### src/atpc_pkg.sv
// atpc_pkg: shared types and constants of the adaptive traffic phase controller
// no dependencies; used by the top level and its checker
`default_nettype none
package atpc_pkg;

  // register indexes (byte address / 4)
  localparam logic [2:0] REG_MIN_GREEN      = 3'd0;
  localparam logic [2:0] REG_MAX_GREEN      = 3'd1;
  localparam logic [2:0] REG_YELLOW_TIME    = 3'd2;
  localparam logic [2:0] REG_BASELINE_GREEN = 3'd3;
  localparam logic [2:0] REG_CAPTURE_WAIT   = 3'd4;

  // reset values
  localparam logic [5:0] MIN_GREEN_RST      = 6'd15;
  localparam logic [5:0] MAX_GREEN_RST      = 6'd60;
  localparam logic [3:0] YELLOW_TIME_RST    = 4'd5;
  localparam logic [5:0] BASELINE_GREEN_RST = 6'd40;
  localparam logic [9:0] CAPTURE_WAIT_RST   = 10'd40;
  localparam int unsigned WAIT_RST_STEP     = 45;

  localparam logic [9:0]  WAIT_MAX      = 10'd1023;
  localparam logic [21:0] MAXRAW_FLOOR  = 22'd655;
  localparam logic [33:0] PRESSURE_BIAS = 34'd655360;  // 10.0 in q16.16
  localparam logic [15:0] LEN_FLOOR     = 16'd256;     // 1.0 m in q8.8

  // output word kinds and input operations
  localparam logic KIND_STATUS  = 1'b0;
  localparam logic KIND_CAPTURE = 1'b1;
  localparam logic OP_TICK      = 1'b0;
  localparam logic OP_MEASURE   = 1'b1;

  // shared divider geometry
  localparam int unsigned DIV_NW = 49;
  localparam int unsigned DIV_DW = 34;

  typedef enum logic [8:0] {
    ST_IDLE  = 9'b000000001,
    ST_EMIT  = 9'b000000010,
    ST_QF    = 9'b000000100,
    ST_NU    = 9'b000001000,
    ST_PQ    = 9'b000010000,
    ST_RAW   = 9'b000100000,
    ST_SCL   = 9'b001000000,
    ST_APPLY = 9'b010000000,
    ST_DIV   = 9'b100000000
  } state_e;

endpackage
`default_nettype wire

### src/adaptive_traffic_phase_controller.sv
// adaptive_traffic_phase_controller: four-phase signal controller with green recompute
// depends on atpc_pkg
`default_nettype none
// Signal controller stepped by one-second tick words on the input stream. For a tick,
// the status word and any capture requests are produced one word per accepted output
// cycle, and the input is not ready until the last of them has been taken. A
// measurement report is taken while idle and gives no word. When lane 0's phase
// begins with every lane measured, the green times are recomputed through one shared
// restoring divider before the status word appears: three divisions per lane plus one
// for the scale factor, each after its setup state, a state per lane to store its raw
// green and an apply state per lane; a lane with zero wait or a max raw green needing
// no rescale skips its division. Registers are to be written over the APB port only
// while the block is idle, which the block itself does not enforce; they act the next
// time they are used.
module adaptive_traffic_phase_controller #(
  parameter int unsigned NUM_LANES = 4
) (
  input  wire         clk_i,
  input  wire         rst_ni,
  // input stream
  input  wire         s_axis_tvalid,
  output logic        s_axis_tready,
  // lane[1:0], density[17:2], queue_depth[33:18], lane_depth[49:34], zero pad
  input  wire  [55:0] s_axis_tdata,
  // operation[0]
  input  wire  [0:0]  s_axis_tuser,
  // output stream
  output logic        m_axis_tvalid,
  input  wire         m_axis_tready,
  // lane_index[1:0], light[2], countdown[8:3], zero pad
  output logic [15:0] m_axis_tdata,
  // kind[0]
  output logic [0:0]  m_axis_tuser,
  output logic        m_axis_tlast,
  // configuration
  input  wire         psel,
  input  wire         penable,
  input  wire         pwrite,
  input  wire  [4:0]  paddr,
  input  wire  [31:0] pwdata,
  output logic [31:0] prdata,
  output logic        pready
);

  localparam int unsigned LW = (NUM_LANES > 1) ? $clog2(NUM_LANES) : 1;
  localparam int unsigned NW = atpc_pkg::DIV_NW;
  localparam int unsigned DW = atpc_pkg::DIV_DW;

  // configuration registers
  logic [5:0] min_green_q, max_green_q, baseline_green_q;
  logic [3:0] yellow_time_q;
  logic [9:0] capture_wait_q;

  // controller state
  atpc_pkg::state_e state_q, ret_q;
  logic [LW-1:0] active_q;
  logic          in_yellow_q;
  logic [5:0]    seconds_left_q;
  logic [9:0]    lane_wait_q    [NUM_LANES];
  logic [5:0]    green_time_q   [NUM_LANES];
  logic [NUM_LANES-1:0] measured_q;
  logic [15:0]   lane_density_q [NUM_LANES];
  logic [15:0]   lane_queue_q   [NUM_LANES];
  logic [15:0]   lane_length_q  [NUM_LANES];
  logic [21:0]   raw_q          [NUM_LANES];
  logic [21:0]   mx_q;
  logic [LW-1:0] rl_q;
  logic [NUM_LANES-1:0] cap_q;

  // output word register
  logic       out_valid_q;
  logic       out_kind_q, out_light_q, out_last_q;
  logic [1:0] out_lane_q;
  logic [5:0] out_cd_q;

  // shared divider
  logic [DW-1:0] rem_q, den_q;
  logic [NW-1:0] quo_q;
  logic [5:0]    cnt_q;

  // handshake and config access
  logic in_acc, out_acc, cfg_wr;
  assign in_acc  = s_axis_tvalid && s_axis_tready;
  assign out_acc = m_axis_tvalid && m_axis_tready;
  assign cfg_wr  = psel && penable && pwrite && pready;
  assign pready  = 1'b1;

  assign s_axis_tready = (state_q == atpc_pkg::ST_IDLE);
  assign m_axis_tvalid = out_valid_q;
  assign m_axis_tuser  = out_kind_q;
  assign m_axis_tlast  = out_last_q;
  assign m_axis_tdata  = {7'd0, out_cd_q, out_light_q, out_lane_q};

  // input fields
  logic        in_op;
  logic [1:0]  in_lane;
  logic [15:0] in_density, in_queue, in_depth;
  assign in_op      = s_axis_tuser[0];
  assign in_lane    = s_axis_tdata[1:0];
  assign in_density = s_axis_tdata[17:2];
  assign in_queue   = s_axis_tdata[33:18];
  assign in_depth   = s_axis_tdata[49:34];

  always_comb begin
    case (paddr[4:2])
      atpc_pkg::REG_MIN_GREEN:      prdata = {26'd0, min_green_q};
      atpc_pkg::REG_MAX_GREEN:      prdata = {26'd0, max_green_q};
      atpc_pkg::REG_YELLOW_TIME:    prdata = {28'd0, yellow_time_q};
      atpc_pkg::REG_BASELINE_GREEN: prdata = {26'd0, baseline_green_q};
      atpc_pkg::REG_CAPTURE_WAIT:   prdata = {22'd0, capture_wait_q};
      default:                      prdata = 32'd0;
    endcase
  end

  // per-tick wait update and capture detection, one independent lane each
  logic [9:0]           wait_inc [NUM_LANES];
  logic [NUM_LANES-1:0] cap_new;
  always_comb begin
    for (int i = 0; i < NUM_LANES; i++) begin
      wait_inc[i] = (lane_wait_q[i] != atpc_pkg::WAIT_MAX) ? lane_wait_q[i] + 10'd1
                                                            : lane_wait_q[i];
      cap_new[i]  = (LW'(i) != active_q) && !measured_q[i] &&
                    (lane_wait_q[i] < capture_wait_q) && (wait_inc[i] == capture_wait_q);
    end
  end

  // lowest pending capture request
  logic [1:0]           cap_lane;
  logic [NUM_LANES-1:0] cap_rest;
  always_comb begin
    cap_lane = 2'd0;
    for (int i = NUM_LANES - 1; i >= 0; i--) begin
      if (cap_q[i]) begin
        cap_lane = 2'(i);
      end
    end
    for (int i = 0; i < NUM_LANES; i++) begin
      cap_rest[i] = cap_q[i] && (2'(i) != cap_lane);
    end
  end

  // phase advance
  logic [LW-1:0] next_phase;
  assign next_phase = (active_q == LW'(NUM_LANES - 1)) ? '0 : active_q + LW'(1);

  // divider step
  logic [DW:0]   trial, trial_sub;
  logic          trial_ge;
  assign trial     = {rem_q, quo_q[NW-1]};
  assign trial_ge  = trial >= {1'b0, den_q};
  assign trial_sub = trial - {1'b0, den_q};

  // recompute datapath, lane rl_q
  logic [23:0] qf;
  logic [26:0] u_val;
  logic [32:0] u40, nu;
  logic [15:0] p_val;
  logic [5:0]  g_delta;
  logic [21:0] pd, r_val, b_val, mxa;
  logic [25:0] mx10, b9;
  logic        scale_div;
  logic [50:0] gprod;
  logic [18:0] g_raw;
  logic [5:0]  g_clamp;
  logic [15:0] len_eff;

  assign len_eff = (lane_length_q[rl_q] < atpc_pkg::LEN_FLOOR) ? atpc_pkg::LEN_FLOOR
                                                               : lane_length_q[rl_q];
  assign qf      = quo_q[23:0];
  assign u_val   = {3'd0, lane_density_q[rl_q], 8'd0} + {3'd0, qf} + {1'b0, qf, 2'd0};
  assign u40     = {1'b0, u_val, 5'd0} + {3'd0, u_val, 3'd0};
  assign nu      = quo_q[32:0];
  assign p_val   = quo_q[15:0];
  assign g_delta = (max_green_q >= min_green_q) ? max_green_q - min_green_q
                                                : min_green_q - max_green_q;
  assign pd      = 22'(p_val * g_delta);
  assign r_val   = (max_green_q >= min_green_q) ? {min_green_q, 16'd0} + pd
                                                : {min_green_q, 16'd0} - pd;
  assign b_val   = {baseline_green_q, 16'd0};
  assign mxa     = (mx_q < atpc_pkg::MAXRAW_FLOOR) ? b_val : mx_q;
  assign mx10    = {1'b0, mxa, 3'd0} + {3'd0, mxa, 1'b0};
  assign b9      = {1'b0, b_val, 3'd0} + {4'd0, b_val};
  assign scale_div = (mxa != 22'd0) && ((mxa > b_val) || (mx10 < b9));
  assign gprod   = raw_q[rl_q] * quo_q[28:0];
  assign g_raw   = gprod[50:32];
  always_comb begin
    if (g_raw < {13'd0, min_green_q}) begin
      g_clamp = min_green_q;
    end else if (g_raw > {13'd0, max_green_q}) begin
      g_clamp = max_green_q;
    end else begin
      g_clamp = g_raw[5:0];
    end
  end

  // configuration registers
  always_ff @(posedge clk_i or negedge rst_ni) begin
    if (!rst_ni) begin
      min_green_q      <= atpc_pkg::MIN_GREEN_RST;
      max_green_q      <= atpc_pkg::MAX_GREEN_RST;
      yellow_time_q    <= atpc_pkg::YELLOW_TIME_RST;
      baseline_green_q <= atpc_pkg::BASELINE_GREEN_RST;
      capture_wait_q   <= atpc_pkg::CAPTURE_WAIT_RST;
    end else if (cfg_wr) begin
      case (paddr[4:2])
        atpc_pkg::REG_MIN_GREEN:      min_green_q      <= pwdata[5:0];
        atpc_pkg::REG_MAX_GREEN:      max_green_q      <= pwdata[5:0];
        atpc_pkg::REG_YELLOW_TIME:    yellow_time_q    <= pwdata[3:0];
        atpc_pkg::REG_BASELINE_GREEN: baseline_green_q <= pwdata[5:0];
        atpc_pkg::REG_CAPTURE_WAIT:   capture_wait_q   <= pwdata[9:0];
        default: ;
      endcase
    end
  end

  // divider datapath and per-lane scratch, no reset needed
  always_ff @(posedge clk_i) begin
    case (state_q)
      atpc_pkg::ST_QF: begin
        rem_q <= '0;
        quo_q <= NW'({lane_queue_q[rl_q], 16'd0});
        den_q <= DW'(len_eff);
        cnt_q <= 6'(NW);
      end
      atpc_pkg::ST_NU: begin
        rem_q <= '0;
        if (lane_wait_q[rl_q] != 10'd0) begin
          quo_q <= NW'(u40);
          den_q <= DW'(lane_wait_q[rl_q]);
        end else begin
          quo_q <= NW'(u_val);
        end
        cnt_q <= 6'(NW);
      end
      atpc_pkg::ST_PQ: begin
        rem_q <= '0;
        quo_q <= {nu, 16'd0};
        den_q <= DW'(nu) + atpc_pkg::PRESSURE_BIAS;
        cnt_q <= 6'(NW);
      end
      atpc_pkg::ST_RAW: begin
        raw_q[rl_q] <= r_val;
      end
      atpc_pkg::ST_SCL: begin
        rem_q <= '0;
        if (scale_div) begin
          quo_q <= NW'({baseline_green_q, 32'd0});
          den_q <= DW'(mxa);
        end else begin
          quo_q <= NW'(32'd65536);
        end
        cnt_q <= 6'(NW);
      end
      atpc_pkg::ST_DIV: begin
        rem_q <= trial_ge ? trial_sub[DW-1:0] : trial[DW-1:0];
        quo_q <= {quo_q[NW-2:0], trial_ge};
        cnt_q <= cnt_q - 6'd1;
      end
      default: ;
    endcase
  end

  // sequencer and controller state
  always_ff @(posedge clk_i or negedge rst_ni) begin
    if (!rst_ni) begin
      state_q        <= atpc_pkg::ST_IDLE;
      ret_q          <= atpc_pkg::ST_IDLE;
      active_q       <= '0;
      in_yellow_q    <= 1'b0;
      seconds_left_q <= atpc_pkg::BASELINE_GREEN_RST;
      measured_q     <= '0;
      cap_q          <= '0;
      rl_q           <= '0;
      mx_q           <= '0;
      out_valid_q    <= 1'b0;
      out_kind_q     <= atpc_pkg::KIND_STATUS;
      out_light_q    <= 1'b0;
      out_last_q     <= 1'b0;
      out_lane_q     <= 2'd0;
      out_cd_q       <= 6'd0;
      for (int i = 0; i < NUM_LANES; i++) begin
        lane_wait_q[i]    <= 10'(atpc_pkg::WAIT_RST_STEP * i);
        green_time_q[i]   <= atpc_pkg::BASELINE_GREEN_RST;
        lane_density_q[i] <= 16'd0;
        lane_queue_q[i]   <= 16'd0;
        lane_length_q[i]  <= 16'd0;
      end
    end else begin
      case (state_q)
        atpc_pkg::ST_IDLE: begin
          if (in_acc && in_op == atpc_pkg::OP_MEASURE) begin
            for (int i = 0; i < NUM_LANES; i++) begin
              if (in_lane == 2'(i) && i < 4) begin
                lane_density_q[i] <= in_density;
                lane_queue_q[i]   <= in_queue;
                lane_length_q[i]  <= in_depth;
                measured_q[i]     <= 1'b1;
              end
            end
          end else if (in_acc) begin
            // status word shows the state before this tick
            out_kind_q  <= atpc_pkg::KIND_STATUS;
            out_lane_q  <= 2'(active_q);
            out_light_q <= in_yellow_q;
            out_cd_q    <= seconds_left_q;
            out_last_q  <= (cap_new == '0);
            cap_q       <= cap_new;
            for (int i = 0; i < NUM_LANES; i++) begin
              if (LW'(i) != active_q) begin
                lane_wait_q[i] <= wait_inc[i];
              end
            end
            state_q     <= atpc_pkg::ST_EMIT;
            out_valid_q <= 1'b1;
            if (seconds_left_q > 6'd1) begin
              seconds_left_q <= seconds_left_q - 6'd1;
            end else if (!in_yellow_q) begin
              lane_wait_q[active_q] <= 10'd0;
              in_yellow_q    <= 1'b1;
              seconds_left_q <= {2'd0, yellow_time_q};
            end else begin
              in_yellow_q <= 1'b0;
              active_q    <= next_phase;
              if (next_phase == '0 && (&measured_q)) begin
                // hold the words back until the new greens are known
                out_valid_q <= 1'b0;
                state_q     <= atpc_pkg::ST_QF;
                rl_q        <= '0;
                mx_q        <= '0;
              end else begin
                seconds_left_q <= green_time_q[next_phase];
              end
            end
          end
        end
        atpc_pkg::ST_EMIT: begin
          if (out_acc) begin
            if (cap_q != '0) begin
              out_kind_q  <= atpc_pkg::KIND_CAPTURE;
              out_lane_q  <= cap_lane;
              out_light_q <= 1'b0;
              out_cd_q    <= 6'd0;
              out_last_q  <= (cap_rest == '0);
              cap_q       <= cap_rest;
            end else begin
              out_valid_q <= 1'b0;
              state_q     <= atpc_pkg::ST_IDLE;
            end
          end
        end
        atpc_pkg::ST_QF: begin
          state_q <= atpc_pkg::ST_DIV;
          ret_q   <= atpc_pkg::ST_NU;
        end
        atpc_pkg::ST_NU: begin
          if (lane_wait_q[rl_q] != 10'd0) begin
            state_q <= atpc_pkg::ST_DIV;
            ret_q   <= atpc_pkg::ST_PQ;
          end else begin
            state_q <= atpc_pkg::ST_PQ;
          end
        end
        atpc_pkg::ST_PQ: begin
          state_q <= atpc_pkg::ST_DIV;
          ret_q   <= atpc_pkg::ST_RAW;
        end
        atpc_pkg::ST_RAW: begin
          if (r_val > mx_q) begin
            mx_q <= r_val;
          end
          if (rl_q == LW'(NUM_LANES - 1)) begin
            state_q <= atpc_pkg::ST_SCL;
          end else begin
            rl_q    <= rl_q + LW'(1);
            state_q <= atpc_pkg::ST_QF;
          end
        end
        atpc_pkg::ST_SCL: begin
          rl_q <= '0;
          if (scale_div) begin
            state_q <= atpc_pkg::ST_DIV;
            ret_q   <= atpc_pkg::ST_APPLY;
          end else begin
            state_q <= atpc_pkg::ST_APPLY;
          end
        end
        atpc_pkg::ST_APPLY: begin
          green_time_q[rl_q] <= g_clamp;
          measured_q[rl_q]   <= 1'b0;
          if (rl_q == '0) begin
            seconds_left_q <= g_clamp;
          end
          if (rl_q == LW'(NUM_LANES - 1)) begin
            state_q     <= atpc_pkg::ST_EMIT;
            out_valid_q <= 1'b1;
          end else begin
            rl_q <= rl_q + LW'(1);
          end
        end
        atpc_pkg::ST_DIV: begin
          if (cnt_q == 6'd1) begin
            state_q <= ret_q;
          end
        end
        default: state_q <= atpc_pkg::ST_IDLE;
      endcase
    end
  end

endmodule
`default_nettype wire

### config.mk
export PLATFORM = sky130hd
export DESIGN_NAME = adaptive_traffic_phase_controller
export DESIGN_NICKNAME = d
export VERILOG_FILES = /design/src/atpc_pkg.sv /design/src/adaptive_traffic_phase_controller.sv
export SDC_FILE = /design/constraint.sdc
export NUM_CORES = 2
export LEC_CHECK = 0
export ABC_CLOCK_PERIOD_IN_PS = 10500
export BUFFER_PORTS_ARGS = -buffer_cell sky130_fd_sc_hd__buf_2
export CORE_UTILIZATION = 50
export CTS_CLUSTER_DIAMETER = 50
export DETAILED_ROUTE_END_ITERATION = 12
export HOLD_SLACK_MARGIN = 0.06
export PLACE_DENSITY = 0.69
export SLEW_MARGIN = 20
export SYNTH_ARGS = -nofsm -noshare
export SYNTH_HDL_FRONTEND = slang
export SYNTH_SLANG_ARGS = --single-unit
### constraint.sdc
create_clock -name clk_i -period 10.5 [get_ports clk_i]
set_input_delay 2.1 -clock clk_i [delete_from_list [all_inputs] [get_ports clk_i]]
set_output_delay 2.1 -clock clk_i [all_outputs]
set_load 0.005 [all_outputs]
; Word-level counts from Yosys, hierarchy flattened
; Memories as Yosys holds them, arrays and structs flattened.
; Cells that the tools add are included.
[op_classes]
n_mux = 150
eq_ne = 54
bitwise_logic = 9
reduce_logical = 77
shift = 0
n_lt_le_gt_ge = 21
n_div = 0
n_addsub = 19
multipliers = 2
[op_table]
columns = op, n
row1 = 49-bit one-hot mux with 5 select lines, 1
row2 = 10-bit 2-to-1 mux, 23
row3 = 22-bit 2-to-1 mux, 8
row4 = 34-bit one-hot mux with 4 select lines, 1
row5 = 16-bit 2-to-1 mux, 7
row6 = 34-bit 2-to-1 mux, 3
row7 = 16-bit binary-select mux with 2-bit select, 3
row8 = 6-bit 2-to-1 mux, 16
row9 = 9-bit 2-to-1 mux, 10
row10 = 40-bit 2-to-1 mux, 2
row11 = 9-bit one-hot mux with 8 select lines, 1
row12 = 34-bit one-hot mux with 2 select lines, 1
row13 = 22-bit by 29-bit multiplier with 51-bit output, 1
row14 = 10-bit one-hot mux with 5 select lines, 1
row15 = 22-bit > comparator, 2
row16 = 22-bit one-hot mux with 2 select lines, 1
row17 = 10-bit by 1-bit adder with 10-bit output (second input constant), 4
row18 = 40-bit bitwise AND, 1
row19 = 10-bit == test, 4
row20 = 10-bit less-than comparator, 4
row21 = 10-bit != test (second input constant), 4
row22 = 40-bit inverter, 1
row23 = 38-bit 2-to-1 mux, 1
row24 = 6-bit one-hot mux with 2 select lines, 3
row25 = 87 further kinds, 229
[word_totals]
latchBits = 0
ff_bits = 482
wordCells = 380
mem_bits_rw = 88
input_bits = 101
rom_bits = 0
memories = 1
output_inout_bits = 53
[mem_list]
columns = name, depth, width, read_ports, rd_clocked_by_memory_dff, write_ports, line_no
row1 = raw_q, 4, 22, 1, 0, 1, adaptive_traffic_phase_controller.sv:65  ; logic [21:0] raw_q [NUM_LANES];

; Logic depth before layout (Yosys ltp)
[depth]
ltp_word = 12
ltp_mapped = 51
depth_no_buf = 48

; Least setup slack after synthesis
; No wires, ideal clock.
[synth_timing]
path_kind = register to register
startpoint = reg min_green_q[1]
endpoint = reg mx_q[1]
arrival_time_ns = 10.632
n_path_buf = 3
setup_slack_ns = -0.199
stages_incl_launch_ff = 45
cell_sequence = dfstp_2 inv_1 fa_1 a21oi_1 o211ai_1 a21oi_1 o21ba_2 clkbuf_1 a21oi_1 o2bb2ai_1 a221oi_1 o221ai_1 a221oi_1 xnor2_1 clkbuf_1 nand2_1 fa_1 fa_1 [... 9 more ...] a21o_1 a21o_1 and4_1 a2111oi_0 xnor2_1 ha_1 a22o_1 a21oi_1 a31oi_1 xnor2_1 xnor2_1 ha_1 nand4_1 or4_1 o311a_1 o21ai_0 clkbuf_1 a22o_1
[synth_via]
elab_chain_cells = 8
word_cells_on_any_way = 13
[synth_rtl]
columns = item, line_no
row1 = start: declaration, adaptive_traffic_phase_controller.sv:50  ; logic [5:0] min_green_q, max_green_q, baseline_green_q;
row2 = start signal: assignment, adaptive_traffic_phase_controller.sv:199  ; min_green_q <= atpc_pkg::MIN_GREEN_RST;
row3 = start signal: assignment, adaptive_traffic_phase_controller.sv:206  ; atpc_pkg::REG_MIN_GREEN: min_green_q <= pwdata[5:0];
row4 = "6-bit subtractor, or another cell as far along", adaptive_traffic_phase_controller.sv:175  ; : min_green_q - max_green_q;
row5 = 6-bit 2-to-1 mux, adaptive_traffic_phase_controller.sv:174  ; assign g_delta = (max_green_q >= min_green_q) ? max_green_q - min_green_q
row6 = 16-bit by 6-bit multiplier with 22-bit output, adaptive_traffic_phase_controller.sv:176  ; assign pd = 22'(p_val * g_delta);
row7 = 22-bit subtractor or 22-bit adder (tied branches), "adaptive_traffic_phase_controller.sv:178, adaptive_traffic_phase_controller.sv:177"
row8 = 22-bit 2-to-1 mux *, adaptive_traffic_phase_controller.sv:177  ; assign r_val = (max_green_q >= min_green_q) ? {min_green_q, 16'd0} + pd
row9 = net r_val[21], adaptive_traffic_phase_controller.sv:159  ; logic [21:0] pd, r_val, b_val, mxa;
row10 = 22-bit > comparator *, adaptive_traffic_phase_controller.sv:368  ; if (r_val > mx_q) begin
row11 = 2-bit != test (no source line) *, n/a
row12 = 7-bit AND reduction (no source line) *, n/a
row13 = end signal: assignment, adaptive_traffic_phase_controller.sv:369  ; mx_q <= r_val;
row14 = end: declaration, adaptive_traffic_phase_controller.sv:66  ; logic [21:0] mx_q;
; The timed path passes the listed nets; every way through them passes the cells marked *. The select of a mux whose other input is x is not followed.
; A chain may end at the register's enable or synchronous reset.

; Worst setup path after layout
[layout_timing]
startpoint = reg min_green_q[1]
endpoint = reg mx_q[21]
[layout_via]
elab_chain_cells = 8
word_cells_on_any_way = 13
[layout_rtl]
columns = item, line_no
row1 = "6-bit subtractor, or another cell as far along", adaptive_traffic_phase_controller.sv:175
row2 = 6-bit 2-to-1 mux, adaptive_traffic_phase_controller.sv:174
row3 = 16-bit by 6-bit multiplier with 22-bit output, adaptive_traffic_phase_controller.sv:176
row4 = 22-bit subtractor or 22-bit adder (tied branches), "adaptive_traffic_phase_controller.sv:178, adaptive_traffic_phase_controller.sv:177"
row5 = 22-bit 2-to-1 mux *, adaptive_traffic_phase_controller.sv:177
row6 = net r_val[21], adaptive_traffic_phase_controller.sv:159
row7 = 22-bit > comparator, adaptive_traffic_phase_controller.sv:368
row8 = 2-bit != test (no source line), n/a
row9 = 7-bit AND reduction (no source line), n/a
; Marked as above.

==> impl_metrics.tcl <==
set metrics [dict create \
    yosys.area.top_type_share_pct 21.2 \
    post-route-min-period_ps 10330 \
    wl_per_cell_um 21.8 \
    rsz0062_at_grt "yes" \
    fillers 9952 \
    crit_end "mx_q[21]" \
    r2r-start "min_green_q[1]" \
    grt_pass1_wl_um 257000 \
    ys_async_sr_fraction_pct 62.7 \
    drt-initial-drc-count 3627 \
    finalSetupViolCount 0 \
    yosysWarnings 0 \
    crit_type "reg2reg" \
    cts_hold_buf 0 \
    drv_cap 0 \
    ys_seq_elements 566 \
    synth-edff-count 211 \
    ys_seq_area_share_pct 26.2 \
    clock.fmax_mhz 96.8 \
    outcome "complete, no violations" \
    ys.flop_type "dfrtp_1" \
    grt_max_degree 99 \
    place_ws_ps -130 \
    antenna_found_initial 12 \
    cp-start-kind "register" \
    die_w_um 343 \
    yosysTopAreaCell "fa_1" \
    timing.slew.headroom_pct 23.0 \
    vias_per_cell 5.87 \
    gp_congestion 0.979 \
    period_share_pct 98.4 \
    hold_viol 0 \
    final_common_cell "inv_1" \
    endpoint_kind "register" \
    hold_path_depth 2 \
    crit_arrival_ps 10910 \
    grt_use_met2_pct 45.9 \
    placementRows 124 \
    drt_pre_antenna_iters 6 \
    cts_tree "yes" \
    max_slew.worst_pin.slew_ps 1150 \
    cp-startpoint "min_green_q[1]" \
    use_met1_pct 37.9 \
    r2r-end "mx_q[21]" \
    cts-root-buf "clkbuf_16" \
    path_clk_slew_ps 70 \
    portBuffers 93 \
    clock_path_buffers 3 \
    required_ps 11080 \
    cts.sinks 566 \
    setup_slack_ps 165 \
    initial_core_util_pct 50.7 \
    chipHeight_um 343 \
    netlist_instances 5930 \
    busiest_layer "met2" \
    ys_top_cells_by_area "fa_1 21%, dfrtp_1 14%, edfxtp_1 11%" \
    crit_top_cell "a21oi_2" \
    hold_class "reg2reg" \
    core_area_um2 115000 \
    route.final.wire_length_um 165000 \
    layout_common_cells "812 x inv_1, 737 x nand2_1, 614 x fa_1" \
    via_count 44308 \
    ys_types 100 \
    syn_area_um2 58300 \
    crit_path_max_fanout 6 \
    dieArea_um2 118000 \
    grt_util_all_layers_pct 27.9 \
    critPathMaxStageDelay_ps 560 \
    slew_viol_final 0 \
    grt_pass1_vias 45323 \
    syn_avg_cell_area_um2 9.83 \
    grt-ovfl-total 0 \
    area_growth_pct 9.07 \
    clk-insertion-delay-late_ps 640 \
    drive_gt1_share_pct 14.0 \
    dp_hpwl_um 124000 \
    rrSetupSlack_ps 170 \
    drcViolationCount 0 \
    ant_nets 0 \
    numCtsBuffers 57 \
    cpMaxStageDelayCell "dfstp_2" \
    io_pins 154 \
    nets 7133 \
    use_met3_pct 3.27 \
    ff2ff_path_depth 47 \
    htree_levels 2 \
    fin_skew_ps 18.9 \
]
==> stage by stage <==
step           util [%]  cell area (um^2)  hold WS [ps]  std cells  TNS (ps)
4_1_cts            54.8             63000           468       7530         0
5_1_grt            55.3             63600           488       7549     -4700
6_report           55.3             63600           464       7551         0
2_1_floorplan         -             58400           440       5958     -1100
3_3_place_gp       53.0             61000           451       7420      -447
3_5_place_dp       53.1             61000           454       7421     -2480
==> cells by family (layout without fill, tap and decap cells) <==
kind of cell             after synthesis  in the layout  synth area share [%]
multiplexers                         353            356                  8.43
other                                  2             32                0.0129
adder cells (fa/ha/maj)             1043           1043                  30.3
buffers and inverters               1161           1237                  7.73
AND/OR/NAND/NOR                     1717           1717                  14.2
flip-flops                           566            566                  26.2
XOR/XNOR                             198            198                  2.97
AO/OA/AOI/OAI                        890            890                  10.1
==> area by class of cell <==
type	count	area, um^2	share of cell area (%)
Clock inverter	25	295	0.464
Inverter	818	3070	4.83
Antenna cell	2	5.00	0.00787
Clock buffer	82	1690	2.65
Timing Repair Buffer	312	2250	3.54
Multi-Input combinational cell	4234	39100	61.5
Tap cell	1512	1890	2.98
Sequential cell	566	15300	24.0
==> synthesized netlist by cell type, drive strengths merged, types with 40 or more instances <==
master / count
mux4: 86
nor2: 233
nand3: 69
and2: 308
nand2: 742
a21oi: 204
xor2: 71
mux2: 210
buf: 68
xnor2: 127
nor3: 71
clkbuf: 275
edfxtp: 211
ha: 427
fa: 616
nor2b: 60
a21o: 111
o21ai: 197
nand4: 40
a22o: 42
inv: 817
mux2i: 57
dfrtp: 317
==> worst max-delay path: cells and delay by family, from the launching register on <==
| family | cells | cell delay (ps) |
|---|---|---|
| AO/OA/AOI/OAI | 27 | 4640 |
| adder cells (fa/ha/maj) | 7 | 2830 |
| buffers and inverters | 6 | 840 |
| XOR/XNOR | 4 | 760 |
| AND/OR/NAND/NOR | 3 | 630 |
| flip-flops | 1 | 560 |
==> state kept, by name (all words and copies together), names as in the netlist, 5 cells and up <==
signal            count
seconds_left_q        6
quo_q                49
green_time_q         24
capture_wait_q       10
mx_q                 22
max_green_q           6
min_green_q           6
lane_wait_q          40
state_q               9
den_q                34
cnt_q                 6
raw_q                88
ret_q                 5
out_cd_q              6
baseline_green_q      6
rem_q                34
lane_length_q        64
lane_queue_q         64
lane_density_q       64
==> worst min-delay path by stage <==
stage	slack (ps)	endpoint	from
2_1_floorplan	440	out_light_q	out_light_q
3_3_place_gp	450	green_time_q[23]	green_time_q[23]
3_5_place_dp	450	out_cd_q[4]	out_cd_q[4]
4_1_cts	470	green_time_q[17]	green_time_q[17]
5_1_grt	490	green_time_q[5]	green_time_q[5]
6_report	460	green_time_q[17]	green_time_q[17]
==> layer usage <==
metal  share of wire, %  up-vias  routed length (um)
li1                   -    19849                   -
met1                 41    22439               68300
met2                 47     1634               77300
met3                7.4      374               12200
met4                4.3       12                7100
met5              0.039        -                  64
==> what timing repair did <==
item,4_1_cts,5_1_grt
setup buffers,1,14
cloned,1,4
pin swaps,3,43
endpoints found under the setup margin,22,47
resized for setup,10,55
Power is left out: the tool's default activity adds up to more than one toggle a clock period on the data nets, which glitch-free logic cannot reach.
